===== config.mk =====
export PLATFORM = sky130hd
export DESIGN_NAME = luhn_card_classifier_unit
export DESIGN_NICKNAME = d
export VERILOG_FILES = /design/src/lcc_pkg.sv /design/src/luhn_card_classifier_unit.sv /design/src/lcc_dd_stage.sv /design/src/lcc_judge.sv
export SDC_FILE = /design/constraint.sdc
export NUM_CORES = 2
export LEC_CHECK = 0
export ABC_AREA = 1
export BUFFER_PORTS_ARGS = -buffer_cell sky130_fd_sc_hd__buf_2
export CORE_UTILIZATION = 65
export DETAILED_ROUTE_END_ITERATION = 10
export GPL_TIMING_DRIVEN = 0
export MAX_ROUTING_LAYER = met4
export PLACE_DENSITY = 0.81
export SETUP_SLACK_MARGIN = 0.02
export SYNTH_ARGS = -nofsm -noshare
export SYNTH_HDL_FRONTEND = slang
export SYNTH_SLANG_ARGS = --single-unit

===== constraint.sdc =====
create_clock -name clk_i -period 83.9 [get_ports clk_i]
set_input_delay 0 -clock clk_i [delete_from_list [all_inputs] [get_ports clk_i]]
set_output_delay 0 -clock clk_i [all_outputs]
set_load 0.05 [all_outputs]

===== src/lcc_pkg.sv =====
`timescale 1ns / 1ps
`default_nettype none

package lcc_pkg;

  // Input width and the decimal width needed to hold any 63-bit value.
  localparam int unsigned CARD_W     = 63;
  localparam int unsigned NUM_DIGITS = 19;
  localparam int unsigned DIGIT_W    = 4;
  localparam int unsigned BCD_W      = NUM_DIGITS * DIGIT_W;

  // Binary-to-BCD conversion: a fixed number of input bits per pipeline stage.
  localparam int unsigned STEP_BITS     = 4;
  localparam int unsigned NUM_DD_STAGES = (CARD_W + STEP_BITS - 1) / STEP_BITS;
  localparam int unsigned BIN_W         = NUM_DD_STAGES * STEP_BITS;

  // Luhn sum reduction: digits are summed in groups first, then the groups.
  localparam int unsigned GROUP_SIZE = 5;
  localparam int unsigned NUM_GROUPS = (NUM_DIGITS + GROUP_SIZE - 1) / GROUP_SIZE;
  localparam int unsigned GSUM_W     = 6;
  localparam int unsigned SUM_W      = 8;
  localparam int unsigned POS_W      = $clog2(NUM_DIGITS);

  // Length and prefix rules.
  localparam int unsigned MIN_DIGITS = 13;
  localparam logic [DIGIT_W-1:0] AMEX_LEAD    = 4'd3;
  localparam logic [DIGIT_W-1:0] AMEX_SEC_A   = 4'd4;
  localparam logic [DIGIT_W-1:0] AMEX_SEC_B   = 4'd7;
  localparam logic [DIGIT_W-1:0] MC_LEAD      = 4'd5;
  localparam logic [DIGIT_W-1:0] MC_SEC_LO    = 4'd1;
  localparam logic [DIGIT_W-1:0] MC_SEC_HI    = 4'd5;
  localparam logic [DIGIT_W-1:0] VISA_LEAD    = 4'd4;
  localparam logic [DIGIT_W-1:0] DIGIT_MAX    = 4'd9;
  localparam logic [DIGIT_W-1:0] DD_THRESHOLD = 4'd5;
  localparam logic [DIGIT_W-1:0] DD_ADJUST    = 4'd3;

  typedef enum logic [1:0] {
    VERDICT_INVALID    = 2'd0,
    VERDICT_AMEX       = 2'd1,
    VERDICT_MASTERCARD = 2'd2,
    VERDICT_VISA       = 2'd3
  } verdict_e;

  // Working word of the binary-to-BCD pipeline.
  typedef struct packed {
    logic [BCD_W-1:0] bcd;
    logic [BIN_W-1:0] bin;
  } dd_t;

  // Luhn contribution of one digit; doubled digits above nine fold back.
  function automatic logic [DIGIT_W-1:0] luhn_map(input logic [DIGIT_W-1:0] digit,
                                                  input logic dbl);
    logic [DIGIT_W:0] twice;
    twice = {digit, 1'b0};
    if (!dbl) begin
      return digit;
    end
    if (twice > 5'(DIGIT_MAX)) begin
      twice = twice - 5'(DIGIT_MAX);
    end
    return twice[DIGIT_W-1:0];
  endfunction

  // Remainder by ten of a sum below 256, by reciprocal multiplication.
  function automatic logic [DIGIT_W-1:0] mod10(input logic [SUM_W-1:0] s);
    logic [15:0]      prod;
    logic [SUM_W-1:0] quot;
    logic [SUM_W-1:0] rem;
    prod = 16'(s) * 16'd205;
    quot = 8'(prod[15:11]);
    rem  = s - 8'(quot * 8'd10);
    return rem[DIGIT_W-1:0];
  endfunction

endpackage

`default_nettype wire


===== src/luhn_card_classifier_unit.sv =====
`timescale 1ns / 1ps
`default_nettype none

// Channel   Valid         Ready         Payload
// input     in_valid_i    in_ready_o    card_number_i (63 bits, unsigned)
// output    out_valid_o   out_ready_i   verdict_o (2 bits, unsigned)
//
// An accepted transaction reaches its verdict through 16 stages of binary-to-BCD
// conversion (four bits each) and two stages of Luhn sum and prefix decode.
// One transaction is accepted every cycle while the output side takes results.
// The whole pipeline advances together; when a result waits on the output it holds.
// Reset clears all valid bits; the data registers are not reset.
module luhn_card_classifier_unit (
  input  wire logic                       clk_i,
  input  wire logic                       rst_ni,
  input  wire logic                       in_valid_i,
  output logic                            in_ready_o,
  input  wire logic [lcc_pkg::CARD_W-1:0] card_number_i,
  output logic                            out_valid_o,
  input  wire logic                       out_ready_i,
  output logic [1:0]                      verdict_o
);

  logic              advance;
  logic              dd_valid [lcc_pkg::NUM_DD_STAGES+1];
  lcc_pkg::dd_t      dd_data  [lcc_pkg::NUM_DD_STAGES+1];
  lcc_pkg::verdict_e verdict;

  // The pipe moves whenever its output register is empty or being drained.
  assign advance    = !out_valid_o || out_ready_i;
  assign in_ready_o = advance;

  // Input word: BCD digits cleared, the number padded to the conversion width.
  assign dd_valid[0] = in_valid_i;
  assign dd_data[0]  = '{bcd: '0,
                         bin: {{(lcc_pkg::BIN_W - lcc_pkg::CARD_W){1'b0}}, card_number_i}};

  // Binary-to-BCD conversion chain.
  for (genvar i = 0; i < lcc_pkg::NUM_DD_STAGES; i++) begin : g_dd
    lcc_dd_stage u_stage (
      .clk_i   (clk_i),
      .rst_ni  (rst_ni),
      .en_i    (advance),
      .valid_i (dd_valid[i]),
      .data_i  (dd_data[i]),
      .valid_o (dd_valid[i+1]),
      .data_o  (dd_data[i+1])
    );
  end

  // Checksum, length and issuer decision; its last register drives the output.
  lcc_judge u_judge (
    .clk_i     (clk_i),
    .rst_ni    (rst_ni),
    .en_i      (advance),
    .valid_i   (dd_valid[lcc_pkg::NUM_DD_STAGES]),
    .bcd_i     (dd_data[lcc_pkg::NUM_DD_STAGES].bcd),
    .valid_o   (out_valid_o),
    .verdict_o (verdict)
  );

  assign verdict_o = verdict;

endmodule

`default_nettype wire


===== src/lcc_dd_stage.sv =====
`timescale 1ns / 1ps
`default_nettype none

// One pipeline stage of the shift-and-add-3 binary-to-BCD conversion.
module lcc_dd_stage (
  input  wire logic          clk_i,
  input  wire logic          rst_ni,
  input  wire logic          en_i,
  input  wire logic          valid_i,
  input  wire lcc_pkg::dd_t  data_i,
  output logic               valid_o,
  output lcc_pkg::dd_t       data_o
);

  logic         valid_q;
  lcc_pkg::dd_t data_d;
  lcc_pkg::dd_t data_q;

  // Shift a few binary bits into the decimal digits, correcting each digit first.
  always_comb begin
    lcc_pkg::dd_t work;
    work = data_i;
    for (int s = 0; s < lcc_pkg::STEP_BITS; s++) begin
      for (int d = 0; d < lcc_pkg::NUM_DIGITS; d++) begin
        if (work.bcd[d*lcc_pkg::DIGIT_W +: lcc_pkg::DIGIT_W] >= lcc_pkg::DD_THRESHOLD) begin
          work.bcd[d*lcc_pkg::DIGIT_W +: lcc_pkg::DIGIT_W] =
              work.bcd[d*lcc_pkg::DIGIT_W +: lcc_pkg::DIGIT_W] + lcc_pkg::DD_ADJUST;
        end
      end
      work.bcd = {work.bcd[lcc_pkg::BCD_W-2:0], work.bin[lcc_pkg::BIN_W-1]};
      work.bin = {work.bin[lcc_pkg::BIN_W-2:0], 1'b0};
    end
    data_d = work;
  end

  // The valid bit travels with the data and holds during a stall.
  always_ff @(posedge clk_i or negedge rst_ni) begin
    if (!rst_ni) begin
      valid_q <= 1'b0;
    end else if (en_i) begin
      valid_q <= valid_i;
    end
  end

  always_ff @(posedge clk_i) begin
    if (en_i) begin
      data_q <= data_d;
    end
  end

  assign valid_o = valid_q;
  assign data_o  = data_q;

endmodule

`default_nettype wire


===== src/lcc_judge.sv =====
`timescale 1ns / 1ps
`default_nettype none

// Luhn sum, length test and issuer prefix decode over two register stages.
module lcc_judge (
  input  wire logic                      clk_i,
  input  wire logic                      rst_ni,
  input  wire logic                      en_i,
  input  wire logic                      valid_i,
  input  wire logic [lcc_pkg::BCD_W-1:0] bcd_i,
  output logic                           valid_o,
  output lcc_pkg::verdict_e              verdict_o
);

  logic [lcc_pkg::DIGIT_W-1:0] digit [lcc_pkg::NUM_DIGITS];
  logic [lcc_pkg::GSUM_W-1:0]  gsum_d [lcc_pkg::NUM_GROUPS];
  logic [lcc_pkg::GSUM_W-1:0]  gsum_q [lcc_pkg::NUM_GROUPS];
  logic [lcc_pkg::POS_W-1:0]   msd;
  logic [lcc_pkg::POS_W-1:0]   msd_next;
  logic [lcc_pkg::DIGIT_W-1:0] lead;
  logic [lcc_pkg::DIGIT_W-1:0] second;
  logic                        digits_ok;
  logic                        long_ok_d;
  logic                        long_ok_q;
  lcc_pkg::verdict_e           cls_d;
  lcc_pkg::verdict_e           cls_q;
  logic                        s1_valid_q;
  logic [lcc_pkg::SUM_W-1:0]   total;
  lcc_pkg::verdict_e           verdict_d;
  lcc_pkg::verdict_e           verdict_q;
  logic                        s2_valid_q;

  // Unpack the decimal digits, lowest first.
  always_comb begin
    digits_ok = 1'b1;
    for (int d = 0; d < lcc_pkg::NUM_DIGITS; d++) begin
      digit[d] = bcd_i[d*lcc_pkg::DIGIT_W +: lcc_pkg::DIGIT_W];
      if (digit[d] > lcc_pkg::DIGIT_MAX) begin
        digits_ok = 1'b0;
      end
    end
  end

  // Luhn contributions summed in small groups; odd positions are doubled.
  always_comb begin
    for (int g = 0; g < lcc_pkg::NUM_GROUPS; g++) begin
      gsum_d[g] = '0;
      for (int k = 0; k < lcc_pkg::GROUP_SIZE; k++) begin
        if (g * lcc_pkg::GROUP_SIZE + k < lcc_pkg::NUM_DIGITS) begin
          gsum_d[g] = gsum_d[g] + lcc_pkg::GSUM_W'(lcc_pkg::luhn_map(
              digit[g*lcc_pkg::GROUP_SIZE+k], ((g * lcc_pkg::GROUP_SIZE + k) % 2) == 1));
        end
      end
    end
  end

  // Position of the most significant nonzero digit gives the length and prefix.
  always_comb begin
    msd = '0;
    for (int d = 0; d < lcc_pkg::NUM_DIGITS; d++) begin
      if (digit[d] != '0) begin
        msd = lcc_pkg::POS_W'(d);
      end
    end
    msd_next  = (msd == '0) ? '0 : msd - 1'b1;
    lead      = digit[msd];
    second    = digit[msd_next];
    long_ok_d = msd >= lcc_pkg::POS_W'(lcc_pkg::MIN_DIGITS - 1);
    if (lead == lcc_pkg::AMEX_LEAD &&
        (second == lcc_pkg::AMEX_SEC_A || second == lcc_pkg::AMEX_SEC_B)) begin
      cls_d = lcc_pkg::VERDICT_AMEX;
    end else if (lead == lcc_pkg::MC_LEAD && second >= lcc_pkg::MC_SEC_LO &&
                 second <= lcc_pkg::MC_SEC_HI) begin
      cls_d = lcc_pkg::VERDICT_MASTERCARD;
    end else if (lead == lcc_pkg::VISA_LEAD) begin
      cls_d = lcc_pkg::VERDICT_VISA;
    end else begin
      cls_d = lcc_pkg::VERDICT_INVALID;
    end
  end

  // Final sum, checksum test and verdict.
  always_comb begin
    total = '0;
    for (int g = 0; g < lcc_pkg::NUM_GROUPS; g++) begin
      total = total + lcc_pkg::SUM_W'(gsum_q[g]);
    end
    if (lcc_pkg::mod10(total) == '0 && long_ok_q) begin
      verdict_d = cls_q;
    end else begin
      verdict_d = lcc_pkg::VERDICT_INVALID;
    end
  end

  // Valid bits of both stages.
  always_ff @(posedge clk_i or negedge rst_ni) begin
    if (!rst_ni) begin
      s1_valid_q <= 1'b0;
      s2_valid_q <= 1'b0;
    end else if (en_i) begin
      s1_valid_q <= valid_i;
      s2_valid_q <= s1_valid_q;
    end
  end

  // Payload of both stages.
  always_ff @(posedge clk_i) begin
    if (en_i) begin
      gsum_q    <= gsum_d;
      long_ok_q <= long_ok_d;
      cls_q     <= cls_d;
      verdict_q <= verdict_d;
    end
  end

  assign valid_o   = s2_valid_q;
  assign verdict_o = verdict_q;

  // The conversion pipeline must only deliver proper decimal digits.
  assert property (@(posedge clk_i) disable iff (!rst_ni)
    valid_i |-> digits_ok)
    else $error("non-decimal digit reached the checksum stage");

  // A number that fails the length test never gets an issuer.
  assert property (@(posedge clk_i) disable iff (!rst_ni)
    en_i && s1_valid_q && !long_ok_q |=> verdict_o == lcc_pkg::VERDICT_INVALID)
    else $error("short number classified as a card");

  // An item in the first stage moves to the output when the pipe advances.
  assert property (@(posedge clk_i) disable iff (!rst_ni)
    en_i && s1_valid_q |=> valid_o)
    else $error("item lost between judge stages");

endmodule

`default_nettype wire

== Word-level counts from Yosys, hierarchy flattened ==
Index checks and enable logic that the tools add are counted.

* Add/sub/neg operators: 1,036
* $mul: 2
* Magnitude comparators: 1,021
* Equality and inequality tests: 5
* Muxes and demuxes: 1,043
* Bitwise gates (word level): 2
* Reduce and logical (&&, ||, !) cells: 27

{| class="wikitable"
|+ Operators by type and width
! cell !! number
|-
| $ge A4 B3 Y1 const B || 988
|-
| $mux W4 || 979
|-
| $add A4 B2 Y4 const B || 945
|-
| $mux W3 || 48
|-
| $add A3 B2 Y3 const B || 43
|-
| $reduce_bool A4 Y1 || 18
|-
| $add A6 B4 Y6 || 11
|-
| $gt A5 B4 Y1 const B || 9
|-
| $add A1 B2 Y3 const B || 14
|-
| $ge A1 B3 Y1 const B || 14
|-
| $bmux W4 S5 || 2
|-
| $sub A4 B4 Y4 const B || 9
|-
| $add A4 B4 Y5 || 4
|-
| $mux W5 || 4
|-
| $add A8 B6 Y8 || 2
|-
| $eq A4 B3 Y1 const B || 4
|-
| $mul A8 B8 Y16 const B || 1
|-
| $add A1 B2 Y3 const AB || 5
|-
| $ge A1 B3 Y1 const AB || 5
|-
| $ge A6 B6 Y1 const B || 2
|-
| $not A5 Y6 || 2
|-
| $mux W2 || 4
|-
| $add A6 B6 Y7 || 1
|-
| $mux W1 || 6
|-
| other kinds (12) || 16
|}

* Register bits after elaboration: 1,563
* Input bits: 67
* Output and inout bits: 4
* Logic and storage cells: 3,197

== Logic depth before layout (Yosys ltp) ==
* Word-level depth: 29
* Depth in mapped cells: 39
* Gate-level depth less buffers: 36

== Modules after synthesis ==
A second synthesis with hierarchy kept.

* Cells, all modules: 28,004
* Area total of the unflattened synthesis: 201,901.1 µm²

{| class="wikitable"
|+ By module, submodules not included
! module !! times used !! cells each !! area each (µm²) !! sequential area each (µm²)
|-
| lcc_dd_stage || 16 || 1,690 || 12,186.7 || 4,108.9
|-
| lcc_judge || 1 || 961 || 6,902.9 || 920.9
|-
| luhn_card_classifier_unit || 1 || 3 || 11.3 || 0.0
|}

== Worst setup path before layout ==
No wires, ideal clock.

* Path type: reg-to-reg
* Start: register u_judge.s2_valid_q, in the netlist u_judge.valid_o
* End: register g_dd[0].u_stage.valid_q
* Setup time: 0.198 ns
* Arrival time: 37.596 ns
* Data required time: 83.702 ns
* Path slack: 46.107 ns
* Cell stages (with the launch flop): 4
* Buffers on the path: 1
* Clock period less this slack: 37.793 ns
* Cell sequence: dfrtp_1 -> nand2_1 -> clkbuf_1 -> mux2_2

* Longest elaborated chain between the ends: 2

{| class="wikitable"
|+ Ends and longest elaborated chain
! item !! RTL line !! source
|-
| from (decl) || lcc_judge.sv:31 || <nowiki>logic s2_valid_q;</nowiki>
|-
| from (signal assigned) || lcc_judge.sv:102 || <nowiki>s2_valid_q <= s1_valid_q;</nowiki>
|-
| $logic_not A1 Y1 || luhn_card_classifier_unit.sv:30 || <nowiki>assign advance = !out_valid_o || out_ready_i;</nowiki>
|-
| $logic_or A1 B1 Y1 || luhn_card_classifier_unit.sv:30 ||
|-
| named net in_ready_o || luhn_card_classifier_unit.sv:17 || <nowiki>output logic in_ready_o,</nowiki>
|-
| to (signal assigned) || lcc_dd_stage.sv:41 || <nowiki>valid_q <= valid_i;</nowiki>
|-
| to (decl) || lcc_dd_stage.sv:15 || <nowiki>logic valid_q;</nowiki>
|}

The timed path passes the listed nets, and every way through them passes these cells.
A chain may end at the register's enable or synchronous reset.

== Worst setup path in the final report ==
* Start: register u_judge.gsum_q[12] (netlist name)
* End: register u_judge.verdict_q[0], in the netlist u_judge.verdict_o[0], data pin

* Longest elaborated chain between the ends: 8

{| class="wikitable"
|+ Ends and longest elaborated chain
! item !! RTL line !! source
|-
| from (decl) || lcc_judge.sv:17 || <nowiki>logic [lcc_pkg::GSUM_W-1:0] gsum_q [lcc_pkg::NUM_GROUPS];</nowiki>
|-
| from (signal assigned) || lcc_judge.sv:109 || <nowiki>gsum_q <= gsum_d;</nowiki>
|-
| $add A6 B6 Y7 * || lcc_judge.sv:86 || <nowiki>total = total + lcc_pkg::SUM_W'(gsum_q[g]);</nowiki>
|-
| $add A8 B6 Y8 * (2 in a row) || lcc_judge.sv:86 ||
|-
| $mul A8 B8 Y16 || lcc_pkg.sv:69 || <nowiki>prod = 16'(s) * 16'd205;</nowiki>
|-
| $mul A5 B3 Y3 || lcc_pkg.sv:71 || <nowiki>rem = s - 8'(quot * 8'd10);</nowiki>
|-
| $sub A4 B4 Y4 * || lcc_pkg.sv:71 ||
|-
| $logic_not A4 Y1 * || lcc_judge.sv:88 || <nowiki>if (lcc_pkg::mod10(total) == '0 && long_ok_q) begin</nowiki>
|-
| $logic_and A1 B1 Y1 * || lcc_judge.sv:88 ||
|-
| to (signal assigned) || lcc_judge.sv:112 || <nowiki>verdict_q <= verdict_d;</nowiki>
|-
| to (decl) || lcc_judge.sv:30 || <nowiki>lcc_pkg::verdict_e verdict_q;</nowiki>
|}

Every way passes the cells marked *; elsewhere a longest branch is shown, timed or not.

==> impl_metrics.py <==
metrics = {
    "finish": {
        "area_growth_pct": 8.88,
        "nNetsFinal": 15400,
        "fillers": 11900,
        "n_antenna_cell": 0,
        "drive_gt1_share_pct": 4.27,
        "finalInstanceArea_sq_mm": 0.116,
    },
    "place": {
        "post-dp-hpwl_um": 155000,
        "portBuffers": 70,
        "placed_cell_area_sq_mm": 0.110,
        "gp_congestion": 0.900,
    },
    "synthesis": {
        "ys_types": 52,
        "synth_mux_area_share_pct": 0.312,
        "synthAdderAreaFrac_pct": 17.1,
        "synth-compound-area-share_pct": 14.1,
        "synth-seq-cells": 1211,
        "netlist_area_sq_mm": 0.106,
        "yosysSeqAreaShare_pct": 34.1,
        "yosys-top-cells-area": "edfxtp_1 34%, ha_1 16%, inv_1 12%",
        "synth_ff_type": "edfxtp_1",
        "synthSimpleGateAreaFrac_pct": 15.2,
        "synth_top_cell_by_area": "edfxtp_1",
        "syn_inst": 13600,
        "async_flop_share_pct": 1.49,
        "syn_avg_cell_area_sq_um": 7.82,
        "synth_enable_flop_cells": 1193,
        "synth_xor_area_share_pct": 7.38,
        "synth_warnings": 0,
        "synth_top_area_share_pct": 33.7,
        "synth_top_family_by_area": "adder cells",
        "synth_nets": 15100,
    },
    "floorplan": {
        "dieArea_sq_mm": 0.165,
        "rows": 148,
        "die_x_um": 406,
        "dieHeight_um": 406,
        "core_sq_mm": 0.163,
        "initial_core_util_pct": 65.4,
        "ios": 71,
    },
    "route": {
        "ant_nets": 0,
        "finalWirelength_um": 207000,
        "vias": 85600,
        "viasPerCell": 5.27,
        "firstDrtPassIters": 9,
        "drc_errors": 0,
        "drt_iter0_markers": 4223,
        "wl_per_cell_um": 12.7,
    },
    "status": {
        "status": "finished clean",
    },
    "sta": {
        "slew_viol_final": 0,
        "rsz0062_at_grt": "no",
        "finalCritPeriodShare_pct": 9.17,
        "finalHoldViolations": 0,
        "setup_violations": 0,
        "slew_headroom_pct": 37.3,
        "period_minus_slack_ns": 7.70,
        "worst_pin_slew_ns": 0.940,
        "skew_ns": 0.0533,
        "max_freq_mhz": 130,
        "totalNegativeSetupSlack_ns": 0,
    },
    "worst_setup_path": {
        "crit_path_top_delay_cell": "fa_1",
        "r2r-start": "u_judge.gsum_q[12]",
        "crit_path_max_fanout": 4,
        "cp-start-kind": "flop",
        "slowest_delay_ns": 0.54,
        "crit_type": "reg -> reg",
        "r2r_slack_ns": 76.20,
        "crit_path_end_kind": "flop",
        "reg2reg_to": "u_judge.verdict_o[0]",
        "worstPathArrival_ns": 8.24,
        "cp.required_ns": 84.44,
        "ff2ff_path_depth": 30,
    },
    "clocking": {
        "cts_buffers": 143,
        "cts.clk_slew.worst_paths_ns": 0.06,
        "clkSinkCount": 1211,
        "htree_num_levels": 4,
        "insertion_delay_ns": 0.79,
        "root_buffer": "clkbuf_16",
        "cts_tree": "done",
        "clock_path_buffers": 3,
        "postCtsSetupBuffers": 0,
    },
    "grt": {
        "grt_pass1_wl_um": 355000,
        "antenna_found_initial": 0,
        "track_usage_pct": 25.7,
        "grt-ovfl-total": 0,
        "grt_pass1_vias": 86100,
        "grt_max_degree": 78,
    },
    "worst_hold_path": {
        "min_path_type": "in -> async",
    },
    "job": {
        "drv_cap": 0,
    },
}
==> cells by family after synthesis <==
logic type,after synthesis
compound gates,2801
xor+xnor,896
fa+ha+maj,1421
buf+inv,3345
flops,1211
mux,31
simple gates,3890
==> registers in the layout, summed over array words and instances (netlist names) <==
signal,flops
u_judge.gsum_q,24
u_judge.verdict_o,2
u_judge.long_ok_q,1
u_judge.cls_q,2
g_dd.u_stage.data_o,1164
u_judge.s1_valid_q,1
u_judge.valid_o,1
g_dd.u_stage.valid_o,16
==> repair_timing <==
item / CTS / global route
resized for setup: 0 / 0
hold buffers: 131 / 0
hold endpoints to repair: 92 / 0
==> cell usage in the layout, fill, tap and decap left out, drive strengths merged, types with 7 or more instances in the layout <==
cell type	count
and2	11
o22ai	28
clkinv	49
nor4	7
buf	103
nand2	2005
a211oi	21
o311ai	7
o211ai	93
bufinv	11
a21oi	853
nand3b	11
a31oi	101
xor2	782
edfxtp	1193
mux2	17
or2	274
nor3	51
fa	53
o21a	75
xnor2	114
ha	1368
clkbuf	186
mux2i	14
inv	3329
dfrtp	18
a21o	68
o21bai	14
o21ai	1531
dlygate4sd3	131
nor2	1060
nand3	463
==> metal layers <==
| metal | part of all wire (%) | GRT usage (%) | vias up |
|---|---|---|---|
| li1 | - | - | 44200 |
| met1 | 38 | 24.5 | 39700 |
| met2 | 56 | 51.9 | 1218 |
| met3 | 2.5 | 2.91 | 456 |
| met4 | 3.1 | 9.10 | 0 |
| met5 | 0 | - | - |
==> final cells by class <==
cell class / count / area, sq um / share of cell area (%)
flip-flops and latches: 1211 / 36300 / 31.3
clock buffers: 172 / 3730 / 3.22
repair buffers: 219 / 2150 / 1.86
plain buffers: 29 / 146 / 0.127
multi-input cells: 9039 / 57400 / 49.6
clock inverters: 79 / 833 / 0.720
inverters: 3316 / 12400 / 10.8
well taps: 2175 / 2720 / 2.35
==> per-stage QoR <==
| stage | utilization (%) | setup slack (ns) | hold WS (ns) | std cells |
|---|---|---|---|---|
| floorplan | - | 46.11 | -0.296 | 13600 |
| global placement | 67.3 | 34.14 | -0.0704 | 15800 |
| detailed placement | 67.6 | 76.11 | -0.0585 | 15900 |
| CTS | 71.2 | 76.10 | 0.329 | 16200 |
| global route | 71.2 | 75.75 | 0.417 | 16200 |
| finish | 71.2 | 76.20 | 0.338 | 16200 |
==> worst max-delay path by stage <==
| stage | startpoint | end | slack, ns | cells after the start |
|---|---|---|---|---|
| 2_1_floorplan | u_judge.valid_o | g_dd[0].u_stage.valid_o | 46.11 | 3 |
| 3_3_place_gp | u_judge.valid_o | g_dd[5].u_stage.valid_o | 34.14 | 3 |
| 3_5_place_dp | u_judge.gsum_q[12] | u_judge.verdict_o[0] | 76.11 | 30 |
| 4_1_cts | u_judge.gsum_q[12] | u_judge.verdict_o[0] | 76.10 | 30 |
| 5_1_grt | u_judge.gsum_q[12] | u_judge.verdict_o[1] | 75.75 | 30 |
| 6_report | u_judge.gsum_q[12] | u_judge.verdict_o[0] | 76.20 | 30 |
==> synth_stat cells, types with 53 or more instances <==
library cell  count
edfxtp_1       1193
o21ai_0        1483
a21oi_1         850
ha_1           1368
nand2_1        2003
nand3_1         463
fa_1             53
xnor2_1         114
o211ai_1         93
or2_2           262
xor2_1          782
a31oi_1         101
nor2_1         1054
a21o_1           68
inv_1          3310
o21a_1           75
==> worst max-delay path, delay by kind of cell, from the launching register on <==
| kind | cells | cell delay, ns |
|---|---|---|
| buffers and inverters | 6 | 0.45 |
| adder cells (fa/ha/maj) | 11 | 4.15 |
| AND/OR/NAND/NOR | 4 | 0.44 |
| XOR/XNOR | 5 | 1.32 |
| flip-flops | 1 | 0.37 |
| AO/OA/AOI/OAI | 4 | 0.69 |
Power is left out: the tool's default activity adds up to more than one toggle a clock period on the data nets, which glitch-free logic cannot reach.
